### config.mk
export PLATFORM = sky130hd
export DESIGN_NAME = magnetometer_hard_iron_centering_top
export DESIGN_NICKNAME = d
export VERILOG_FILES = /design/src/sv/mhic_pkg.sv /design/src/sv/mhic_cfg.sv /design/src/sv/mhic_lane.sv /design/src/sv/magnetometer_hard_iron_centering_top.sv
export SDC_FILE = /design/constraint.sdc
export NUM_CORES = 2
export LEC_CHECK = 0
export BUFFER_PORTS_ARGS = -buffer_cell sky130_fd_sc_hd__clkbuf_2
export CAP_MARGIN = 25
export CELL_PAD_IN_SITES_DETAIL_PLACEMENT = 1
export CELL_PAD_IN_SITES_GLOBAL_PLACEMENT = 1
export CORE_MARGIN = 1.5
export CORE_UTILIZATION = 54
export DETAILED_ROUTE_END_ITERATION = 8
export PLACE_DENSITY = 0.87
export SLEW_MARGIN = 20
export SYNTH_ARGS = -nofsm -noshare
export SYNTH_HDL_FRONTEND = slang
export SYNTH_HIERARCHICAL = 1
export SYNTH_SLANG_ARGS = --single-unit
export TNS_END_PERCENT = 10
### constraint.sdc
create_clock -name i_clk -period 22.3 [get_ports i_clk]
set_input_delay 4.46 -clock i_clk [delete_from_list [all_inputs] [get_ports i_clk]]
set_output_delay 4.46 -clock i_clk [all_outputs]
set_load 0.02 [all_outputs]
### src/sv/mhic_pkg.sv
// shared types and constants for the magnetometer hard-iron centering block
package mhic_pkg;

    // axis geometry and field widths
    localparam int AXES_MAX       = 3;
    localparam int AXIS_COUNT_DEF = 3;
    localparam int AXIS_W         = 16;
    localparam int GAIN_W         = 16;
    localparam int PROD_W         = AXIS_W + GAIN_W;
    localparam int APB_DATA_W     = 32;
    localparam int APB_ADDR_W     = 3;

    // register reset values (q0.16 gains, about 0.161 and 0.294)
    localparam logic [GAIN_W-1:0] XY_GAIN_RST = 16'd10551;
    localparam logic [GAIN_W-1:0] Z_GAIN_RST  = 16'd19268;

    // register selector, taken from address bit 2
    localparam logic REG_XY_GAIN = 1'b0;
    localparam logic REG_Z_GAIN  = 1'b1;

    // lane index that takes the z gain
    localparam int Z_LANE = 2;

    // per-lane pipeline control from the top level
    typedef struct packed {
        logic load;   // request accepted, capture scaled sample
        logic adv;    // scaled sample moves into the output register
        logic seed;   // seed mode for the sample that advances
    } t_lane_ctrl;

endpackage

### src/sv/mhic_cfg.sv
// apb register file holding the xy and z gains
module mhic_cfg (
    input  logic                               i_clk,
    input  logic                               i_rst_n,
    input  logic                               psel,
    input  logic                               penable,
    input  logic                               pwrite,
    input  logic [mhic_pkg::APB_ADDR_W-1:0]    paddr,
    input  logic [mhic_pkg::APB_DATA_W-1:0]    pwdata,
    output logic [mhic_pkg::APB_DATA_W-1:0]    prdata,
    output logic                               pready,
    output logic [mhic_pkg::GAIN_W-1:0]        o_xy_gain,
    output logic [mhic_pkg::GAIN_W-1:0]        o_z_gain
);
    import mhic_pkg::*;

    logic [GAIN_W-1:0] r_xy;
    logic [GAIN_W-1:0] r_z;
    logic              w_wr;
    logic              w_sel;

    assign pready = 1'b1;
    assign w_wr   = psel && penable && pwrite && pready;
    assign w_sel  = paddr[2];

    // gain registers
    always_ff @(posedge i_clk) begin
        if (!i_rst_n) begin
            r_xy <= XY_GAIN_RST;
            r_z  <= Z_GAIN_RST;
        end else if (w_wr) begin
            if (w_sel == REG_XY_GAIN) begin
                r_xy <= pwdata[GAIN_W-1:0];
            end
            if (w_sel == REG_Z_GAIN) begin
                r_z <= pwdata[GAIN_W-1:0];
            end
        end
    end

    // read mux
    always_comb begin
        prdata = '0;
        case (w_sel)
            REG_XY_GAIN: prdata = {{(APB_DATA_W-GAIN_W){1'b0}}, r_xy};
            REG_Z_GAIN:  prdata = {{(APB_DATA_W-GAIN_W){1'b0}}, r_z};
            default:     prdata = '0;
        endcase
    end

    assign o_xy_gain = r_xy;
    assign o_z_gain  = r_z;

endmodule

### src/sv/mhic_lane.sv
// one axis lane: gain scaling, running min/max and centring
module mhic_lane (
    input  logic                                    i_clk,
    input  logic                                    i_rst_n,
    input  mhic_pkg::t_lane_ctrl                    i_ctrl,
    input  logic signed [mhic_pkg::AXIS_W-1:0]      i_raw,
    input  logic        [mhic_pkg::GAIN_W-1:0]      i_gain,
    output logic signed [mhic_pkg::AXIS_W-1:0]      o_out
);
    import mhic_pkg::*;

    logic        [AXIS_W-1:0] w_mag;
    logic        [PROD_W-1:0] w_prod;
    logic        [AXIS_W-1:0] w_quo;
    logic signed [AXIS_W-1:0] w_scl;
    logic signed [AXIS_W-1:0] r_scl;
    logic signed [AXIS_W-1:0] r_min;
    logic signed [AXIS_W-1:0] r_max;
    logic signed [AXIS_W-1:0] n_min;
    logic signed [AXIS_W-1:0] n_max;
    logic signed [AXIS_W:0]   w_sum;
    logic signed [AXIS_W:0]   w_half;
    logic signed [AXIS_W-1:0] w_diff;
    logic signed [AXIS_W-1:0] r_out;

    // sign-magnitude scaling, truncation toward zero
    assign w_mag  = i_raw[AXIS_W-1] ? AXIS_W'(-i_raw) : AXIS_W'(i_raw);
    assign w_prod = PROD_W'(w_mag) * PROD_W'(i_gain);
    assign w_quo  = w_prod[PROD_W-1:GAIN_W];
    assign w_scl  = i_raw[AXIS_W-1] ? signed'(AXIS_W'(-w_quo)) : signed'(w_quo);

    // scaled sample register
    always_ff @(posedge i_clk) begin
        if (i_ctrl.load) begin
            r_scl <= w_scl;
        end
    end

    // widen or seed the running extremes
    always_comb begin
        if (i_ctrl.seed) begin
            n_min = r_scl;
            n_max = r_scl;
        end else begin
            n_min = (r_scl < r_min) ? r_scl : r_min;
            n_max = (r_scl > r_max) ? r_scl : r_max;
        end
    end

    // midpoint with division rounding toward zero, then wrap to 16 bits
    assign w_sum  = (AXIS_W+1)'(n_max) + (AXIS_W+1)'(n_min);
    assign w_half = (w_sum + {{AXIS_W{1'b0}}, w_sum[AXIS_W]}) >>> 1;
    assign w_diff = i_ctrl.seed ? r_scl : AXIS_W'(r_scl - w_half[AXIS_W-1:0]);

    // running min/max state
    always_ff @(posedge i_clk) begin
        if (!i_rst_n) begin
            r_min <= '0;
            r_max <= '0;
        end else if (i_ctrl.adv) begin
            r_min <= n_min;
            r_max <= n_max;
        end
    end

    // lane result register
    always_ff @(posedge i_clk) begin
        if (i_ctrl.adv) begin
            r_out <= w_diff;
        end
    end

    assign o_out = r_out;

    // extremes stay ordered
    a_min_le_max: assert property (@(posedge i_clk) disable iff (!i_rst_n)
        r_min <= r_max) else $error("lane minimum above maximum");

    // seeding collapses the range onto the sample
    a_seed_equal: assert property (@(posedge i_clk) disable iff (!i_rst_n)
        (i_ctrl.adv && i_ctrl.seed) |=> (r_min == r_max) && (r_min == $past(r_scl)))
        else $error("seed did not set min and max to the sample");

    // an update leaves the sample inside the range
    a_update_cover: assert property (@(posedge i_clk) disable iff (!i_rst_n)
        (i_ctrl.adv && !i_ctrl.seed) |=>
            (r_min <= $past(r_scl)) && (r_max >= $past(r_scl)))
        else $error("update left the sample outside min/max");

endmodule

### src/sv/magnetometer_hard_iron_centering_top.sv
// top level: stream channels, lanes per axis and the merged output word
// Magnetometer hard-iron centring, one three-axis sample per request.
// Input stream: s_axis_tdata carries raw_x, raw_y, raw_z (signed 16 bits,
// x lowest), s_axis_tuser carries mode (0 update and centre, 1 seed).
// Output stream: m_axis_tdata carries out_x, out_y, out_z, x lowest.
// Each axis has its own lane: a 16x16 gain multiply into a register, then
// the min/max update, the midpoint and the subtraction into the lane's output
// register. The lanes are merged into one output word.
// An accepted sample goes into each lane's scaled sample register, then its
// output register; throughput is one sample per cycle while m_axis_tready is
// high, each lane finishing its min/max update before the next sample comes.
// A new request is accepted while a finished result waits, as long as the
// scaling stage is free or moving on; when m_axis_tready stays low the two
// stages fill and s_axis_tready drops, holding all data in place.
// Gains are written through the apb port (xy_gain at 0x0, z_gain at 0x4);
// the user writes them only while no sample is in flight (block does not enforce it).
// Synchronous reset clears both valid flags, restores default gains and
// sets every axis minimum and maximum to zero. Axes at or beyond AXIS_COUNT
// keep no state and output zero.
module magnetometer_hard_iron_centering_top #(
    parameter int AXIS_COUNT = mhic_pkg::AXIS_COUNT_DEF
) (
    input  logic                                i_clk,
    input  logic                                i_rst_n,
    input  logic                                s_axis_tvalid,
    output logic                                s_axis_tready,
    // raw_x [15:0], raw_y [31:16], raw_z [47:32]
    input  logic [3*mhic_pkg::AXIS_W-1:0]       s_axis_tdata,
    // mode [0]
    input  logic [0:0]                          s_axis_tuser,
    output logic                                m_axis_tvalid,
    input  logic                                m_axis_tready,
    // out_x [15:0], out_y [31:16], out_z [47:32]
    output logic [3*mhic_pkg::AXIS_W-1:0]       m_axis_tdata,
    input  logic                                psel,
    input  logic                                penable,
    input  logic                                pwrite,
    input  logic [mhic_pkg::APB_ADDR_W-1:0]     paddr,
    input  logic [mhic_pkg::APB_DATA_W-1:0]     pwdata,
    output logic [mhic_pkg::APB_DATA_W-1:0]     prdata,
    output logic                                pready
);
    import mhic_pkg::*;

    logic              r_s1_valid;
    logic              r_s1_mode;
    logic              r_out_valid;
    logic              w_out_ready;
    logic              w_s1_adv;
    logic              w_in_acc;
    logic [GAIN_W-1:0] w_xy_gain;
    logic [GAIN_W-1:0] w_z_gain;
    t_lane_ctrl        w_ctrl;
    logic signed [AXIS_W-1:0] w_lane_out [AXES_MAX];

    // configuration registers
    mhic_cfg u_cfg (
        .i_clk     (i_clk),
        .i_rst_n   (i_rst_n),
        .psel      (psel),
        .penable   (penable),
        .pwrite    (pwrite),
        .paddr     (paddr),
        .pwdata    (pwdata),
        .prdata    (prdata),
        .pready    (pready),
        .o_xy_gain (w_xy_gain),
        .o_z_gain  (w_z_gain)
    );

    // pipeline handshake
    assign w_out_ready   = !r_out_valid || m_axis_tready;
    assign w_s1_adv      = r_s1_valid && w_out_ready;
    assign s_axis_tready = !r_s1_valid || w_out_ready;
    assign w_in_acc      = s_axis_tvalid && s_axis_tready;

    always_ff @(posedge i_clk) begin
        if (!i_rst_n) begin
            r_s1_valid  <= 1'b0;
            r_out_valid <= 1'b0;
        end else begin
            if (w_in_acc) begin
                r_s1_valid <= 1'b1;
            end else if (w_s1_adv) begin
                r_s1_valid <= 1'b0;
            end
            if (w_s1_adv) begin
                r_out_valid <= 1'b1;
            end else if (m_axis_tready) begin
                r_out_valid <= 1'b0;
            end
        end
    end

    // mode follows the sample through the scaling stage
    always_ff @(posedge i_clk) begin
        if (w_in_acc) begin
            r_s1_mode <= s_axis_tuser[0];
        end
    end

    assign w_ctrl.load = w_in_acc;
    assign w_ctrl.adv  = w_s1_adv;
    assign w_ctrl.seed = r_s1_mode;

    // one lane per processed axis, zero for the rest
    for (genvar g = 0; g < AXES_MAX; g++) begin : g_lane
        if (g < AXIS_COUNT) begin : g_on
            mhic_lane u_lane (
                .i_clk   (i_clk),
                .i_rst_n (i_rst_n),
                .i_ctrl  (w_ctrl),
                .i_raw   (signed'(s_axis_tdata[g*AXIS_W +: AXIS_W])),
                .i_gain  ((g == Z_LANE) ? w_z_gain : w_xy_gain),
                .o_out   (w_lane_out[g])
            );
        end else begin : g_off
            assign w_lane_out[g] = '0;
        end
    end

    // merge lane results into the output word
    assign m_axis_tdata  = {w_lane_out[2], w_lane_out[1], w_lane_out[0]};
    assign m_axis_tvalid = r_out_valid;

    // an accepted request always lands in the scaling stage
    a_acc_fills: assert property (@(posedge i_clk) disable iff (!i_rst_n)
        w_in_acc |=> r_s1_valid) else $error("accepted request lost");

    // a sample leaving the scaling stage always becomes a result
    a_adv_out: assert property (@(posedge i_clk) disable iff (!i_rst_n)
        w_s1_adv |=> r_out_valid) else $error("advancing sample dropped");

    // both stages full and stalled means no new request
    a_full_block: assert property (@(posedge i_clk) disable iff (!i_rst_n)
        (r_s1_valid && r_out_valid && !m_axis_tready) |-> !s_axis_tready)
        else $error("request accepted into a full pipeline");

endmodule
[Word-level counts from Yosys, hierarchy flattened]
Cells that the tools add are included.
Word-level totals
  flip-flop bits (word level): 227
  input bits: 91
  output and inout bits: 83
  logic and storage cells: 80
Cells by class
  add/sub/neg operators: 15
  $mul: 3
  $lt $le $gt $ge: 6
  multiplexer cells: 26
  bitwise operators: 1
  reduce and logical (&&, ||, !) cells: 12
Operators with widths (number)
  $mux 16: 21
  $mul 16x16->32: 3
  $neg 16->16: 6
  $pmux 32 s2: 1
  $add 16x16->17: 3
  $add 17x1->17: 3
  $gt 16x16->1: 3
  $lt 16x16->1: 3
  $sub 16x16->16: 3
  $logic_and 1x1->1: 4
  $mux 1: 4
  $reduce_and 2->1: 2
  $reduce_bool 2->1: 2
  $logic_not 1->1: 2
  $logic_or 1x1->1: 2
  $not 1->1: 1

[Depth between registers and ports, before layout]
  word-level depth: 7
  gate-level depth with buffers: 42
  gate-level depth less buffers: 40

[By module]
The synthesis kept the hierarchy.
Modules (own cells, without submodules)
  mhic_lane at g_lane[0].g_on.u_lane: instances 1, cells an instance 1666, area each 14352.5 µm², seq. area each 1601.5 µm²
  mhic_lane at g_lane[2].g_on.u_lane: instances 1, cells an instance 1612, area each 13967.1 µm², seq. area each 1601.5 µm²
  mhic_lane at g_lane[1].g_on.u_lane: instances 1, cells an instance 1592, area each 13894.6 µm², seq. area each 1601.5 µm²
  mhic_cfg: instances 1, cells an instance 170, area each 1680.4 µm², seq. area each 640.6 µm²
  magnetometer_hard_iron_centering_top: instances 1, cells an instance 10, area each 133.9 µm², seq. area each 70.1 µm²

[Worst setup path after synthesis]
Ideal clock, no wire load.
  kind: input port to flip-flop
  from: in s_axis_tdata[32] (netlist name)
  to: reg g_lane[2].g_on.u_lane.r_scl[15] (data pin)
  arrival time: 12.505 ns
  required time: 22.041 ns
  slack: 9.536 ns
  cell stages on the path: 33
  path buffers: 3
  cells stage by stage: clkbuf_1 > clkbuf_1 > inv_1 > ha_1 > nand2_1 > or2_2 > o31ai_1 > nand2_1 > xor2_1 > clkbuf_1 > nand2_1 > fa_1 > fa_1 > fa_1 > inv_1 > fa_1 > fa_1 > inv_1 > fa_1 > inv_1 > ha_1 > a21o_1 > a21o_1 > a221oi_1 > a21oi_1 > nor4bb_1 > a211oi_1 > or3_4 > or4_4 > nor3_4 > mux2i_1 > nor3_2 > xnor2_1
On the way
  word-level cells in the longest chain between the ends: 5
RTL lines
  from (decl): line magnetometer_hard_iron_centering_top.sv:28  | input logic [3*mhic_pkg::AXIS_W-1:0] s_axis_tdata,
  $neg 16->16: line mhic_lane.sv:27  | assign w_mag = i_raw[AXIS_W-1] ? AXIS_W'(-i_raw) : AXIS_W'(i_raw);
  $mux 16 (*): line mhic_lane.sv:27
  $mul 16x16->32 (*): line mhic_lane.sv:28  | assign w_prod = PROD_W'(w_mag) * PROD_W'(i_gain);
  $neg 16->16: line mhic_lane.sv:30  | assign w_scl = i_raw[AXIS_W-1] ? signed'(AXIS_W'(-w_quo)) : signed'(w_quo);
  $mux 16 (*): line mhic_lane.sv:30
  via g_lane[2].g_on.u_lane.w_scl[15]: line mhic_lane.sv:15  | logic signed [AXIS_W-1:0] w_scl;
  to (signal assigned): line mhic_lane.sv:35  | r_scl <= w_scl;
  to (decl): line mhic_lane.sv:16  | logic signed [AXIS_W-1:0] r_scl;
Mark *: on every way through the listed nets, which the timed path passes. The rest lies on a longest branch.
A chain may end at the register's enable or synchronous reset.

[Worst setup path after layout]
  from: in s_axis_tdata[0] (netlist name)
  to: reg g_lane[0].g_on.u_lane.r_scl[13] (data pin)
On the way
  word-level cells in the longest chain between the ends: 5
RTL lines (line)
  $neg 16->16: mhic_lane.sv:27
  $mux 16 (*): mhic_lane.sv:27
  $mul 16x16->32 (*): mhic_lane.sv:28
  $neg 16->16: mhic_lane.sv:30
  $mux 16 (*): mhic_lane.sv:30
  via g_lane[0].g_on.u_lane.w_scl[13]: mhic_lane.sv:15
  to (signal assigned): mhic_lane.sv:35
  to (decl): mhic_lane.sv:16
Marked as above.

==> impl_results.md <==
- Placed cells: 6,114
- Worst r2r path cells: 38
- Clock slew seen by the registers of the worst setup and hold paths: 60 ps
- Slew margin rel.: 28.9%
- Worst endpoint required time: 22,610 ps
- Failing checks: design-rule violations
- Remaining antenna violation count after routing: 0
- Total CTS buffers: 29
- TritonCTS clock tree: built
- Dpl hpwl: 106,000 um
- Hold Path Stages: 2
- Post-synth EDFFs: 97
- H-tree depth: 1
- DRC: 28
- DR vias/cell: 5.92
- Post-Synthesis Cells: 5,050
- Synth area leader: fa_1
- Detailed Route WL: 135,000 um
- Nets: 6,268
- Worst setup EP type: flip-flop
- Vias in the first global route: 40,949
- Critical path's largest stage delay: 850 ps
- Post-route design area: 47,000 um2
- Crit share post-route: 62.2%
- Synth area leaders: fa_1, ha_1, inv_1
- Worst EP arrival: 14,190 ps
- Most frequent CP cell: fa_1
- CTS resizes: 0
- Core footprint: 80,700 um2
- Final Setup Violations: 0
- DP Area: 45,900 um2
- Clock sink count: 227
- Startpoint types: primary input
- Mapped cell area: 44,000 um2
- FFs w/ async S/R, synth: 0%
- Fmax achieved: 72.0 MHz
- Chip Width: 289 um
- Outcome: finished, violations left
- Layout Skew: 39.4 ps
- Router iterations before antenna repair: 8
- Initial antenna violation count: 1
- Initial Util: 54.6%
- Hold bufs inserted after CTS: 0
- Clk root buf: clkbuf_16
- Largest net degree at the start of global routing: 81
- CP max-delay cell: xor2_2
- Setup_tns: 0 ps
- Fin. max-slew vios: 0
- Final Hold Fails: 0
- First-pass GRT wire length: 216,000 um
- Max-cap violations: 0
- Die Footprint: 83,300 um2
- RSZ-0062 raised after global routing: false
- WS Path Type: primary input to flip-flop
- Min-Delay Path Class: flip-flop to flip-flop
- Layout cells sized above 1: 8.33%
- Total track usage: 32.6%
- Initial DRC Count: 2,130
- Via Count: 36,572
- Library cells used by synthesis: 110
- Setup bufs post-CTS: 0
- Synthesis-to-finish area growth: 6.71%
- Seq/Total Area, Yosys: 12.5%
- Flops & latches, synth: 227
- Std cell rows: 104
- Worst slew pin tran: 1060 ps
- Dominant synthesized flop cell: dfxtp_1
- Routability Congestion: 0.919
- Yosys top cell area share: 26.6%
- CTS max path bufs: 3
- Final min period: 13,880 ps
- DIE HEIGHT: 289 um
- Routed len/inst: 21.8 um
- Final cell count without fillers: 6,180
- # port buffers: 138
- Synth Warn #: 6
- Mean post-synth cell area: 8.72 um2
- Crit Path Max Fanout: 17
- Ports: 174
- GRT overflow: 0
- Clock latency on the worst-skew pair: 600 ps
==> cell usage in the layout (no fill, tap or decap), types with 11 or more instances in the layout <==
cell and count:
nor3_1 42, xor2_1 67, nand2b_1 29, mux2i_1 94
nand4_1 30, edfxtp_1 97, and2_1 333, a21o_1 74
nand2_1 769, o21ai_0 180, o21a_1 21, nand3b_1 18
and3_1 26, xnor2_1 129, o21ai_1 11, a31oi_1 12
a21boi_0 45, and2b_1 12, nor4_1 14, clkbuf_16 31
inv_1 793, a21oi_1 134, xnor2_2 21, o211ai_1 16
o21bai_1 12, dfxtp_1 129, conb_1 17, fa_1 585
buf_4 55, nand3_1 67, clkbuf_2 137, ha_1 498
nor2_1 142, or3_1 21, o31ai_1 42, mux2_2 75
a211oi_1 18, nor2b_1 87
==> kinds of logic (layout without fill, tap and decap cells) <==
group                    after synthesis  in the layout  share of synthesized area, %
flip-flops                           227            227                          12.5
other                                  2             21                        0.0171
adder cells (fa/ha/maj)             1083           1083                          40.8
AO/OA/AOI/OAI                        678            678                          10.3
multiplexers                         172            172                          4.19
buffers and inverters                997           1048                          8.81
AND/OR/NAND/NOR                     1668           1668                          18.9
XOR/XNOR                             223            223                          4.47
==> per-stage QoR <==
step / utilization [%] / worst slack [ps] / hold WS (ps)
2_1_floorplan: - / 9540 / 435
3_3_place_gp: 56.9 / 8370 / 443
3_5_place_dp: 56.9 / 7890 / 465
4_1_cts: 58.1 / 8450 / 477
5_1_grt: 58.2 / 8080 / 483
6_report: 58.2 / 8420 / 471
==> critical path: cells and delay by family <==
| kind | cells | cell delay [ps] |
|---|---|---|
| AOI/OAI and AO/OA | 7 | 1990 |
| adders and majority gates | 8 | 3740 |
| xor gates and xnor gates | 3 | 1240 |
| buffers and inverters | 3 | 530 |
| and+or+nand+nor | 7 | 2190 |
==> synth_stat cells (all sizes together) (19+ instances only) <==
library cell    n
nand2         769
buf            42
nand2b         29
or3            23
nand4          33
nand3          69
fa            585
xnor2         152
edfxtp         97
mux2i          97
nand3b         19
ha            498
a21boi         49
nor2b          90
o31ai          42
a21oi         138
nor2          142
o21ai         194
a21o           74
nor3           46
clkbuf        162
xor2           70
o21a           21
dfxtp         130
mux2           75
and2          333
and3           26
a211oi         21
inv           793
==> final cells by class <==
type                    count  area (um2)
inverters                 793        2980
diodes                      4        10.0
clock buffers              35         791
flip-flops and latches    227        5520
well taps                1060        1330
clock inverters            18         156
multi-input cells        3841       35000
repair buffers            202        1220
fillers                  9571       33700
==> path summary, 6_finish.rpt <==
check,start,endpoint,slack (ps)
worst min register to register,g_lane[1].g_on.u_lane/r_min[10],g_lane[1].g_on.u_lane/r_min[10],470
worst max register to register,g_lane[1].g_on.u_lane/r_scl[1],g_lane[1].g_on.u_lane/o_out[14],13130
worst min-delay path,g_lane[1].g_on.u_lane/r_min[10],g_lane[1].g_on.u_lane/r_min[10],470
worst max-delay path,s_axis_tdata[0],g_lane[0].g_on.u_lane/r_scl[13],8420
==> flip-flops by register name, indices dropped and copies added (netlist names) <==
name	flops
u_cfg/o_z_gain	16
g_lane.g_on.u_lane/o_out	48
r_s1_valid	1
g_lane.g_on.u_lane/r_scl	48
u_cfg/o_xy_gain	16
m_axis_tvalid	1
g_lane.g_on.u_lane/r_min	48
r_s1_mode	1
g_lane.g_on.u_lane/r_max	48
==> layer usage <==
layer	share of wire [%]	track usage [%]
met1	41	40.7
met3	6.6	4.57
met5	0	0
met2	49	57.7
met4	3.6	11.2
Power is not shown: default switching activity piles up to over one toggle a cycle in this logic, so the estimate is an artifact.
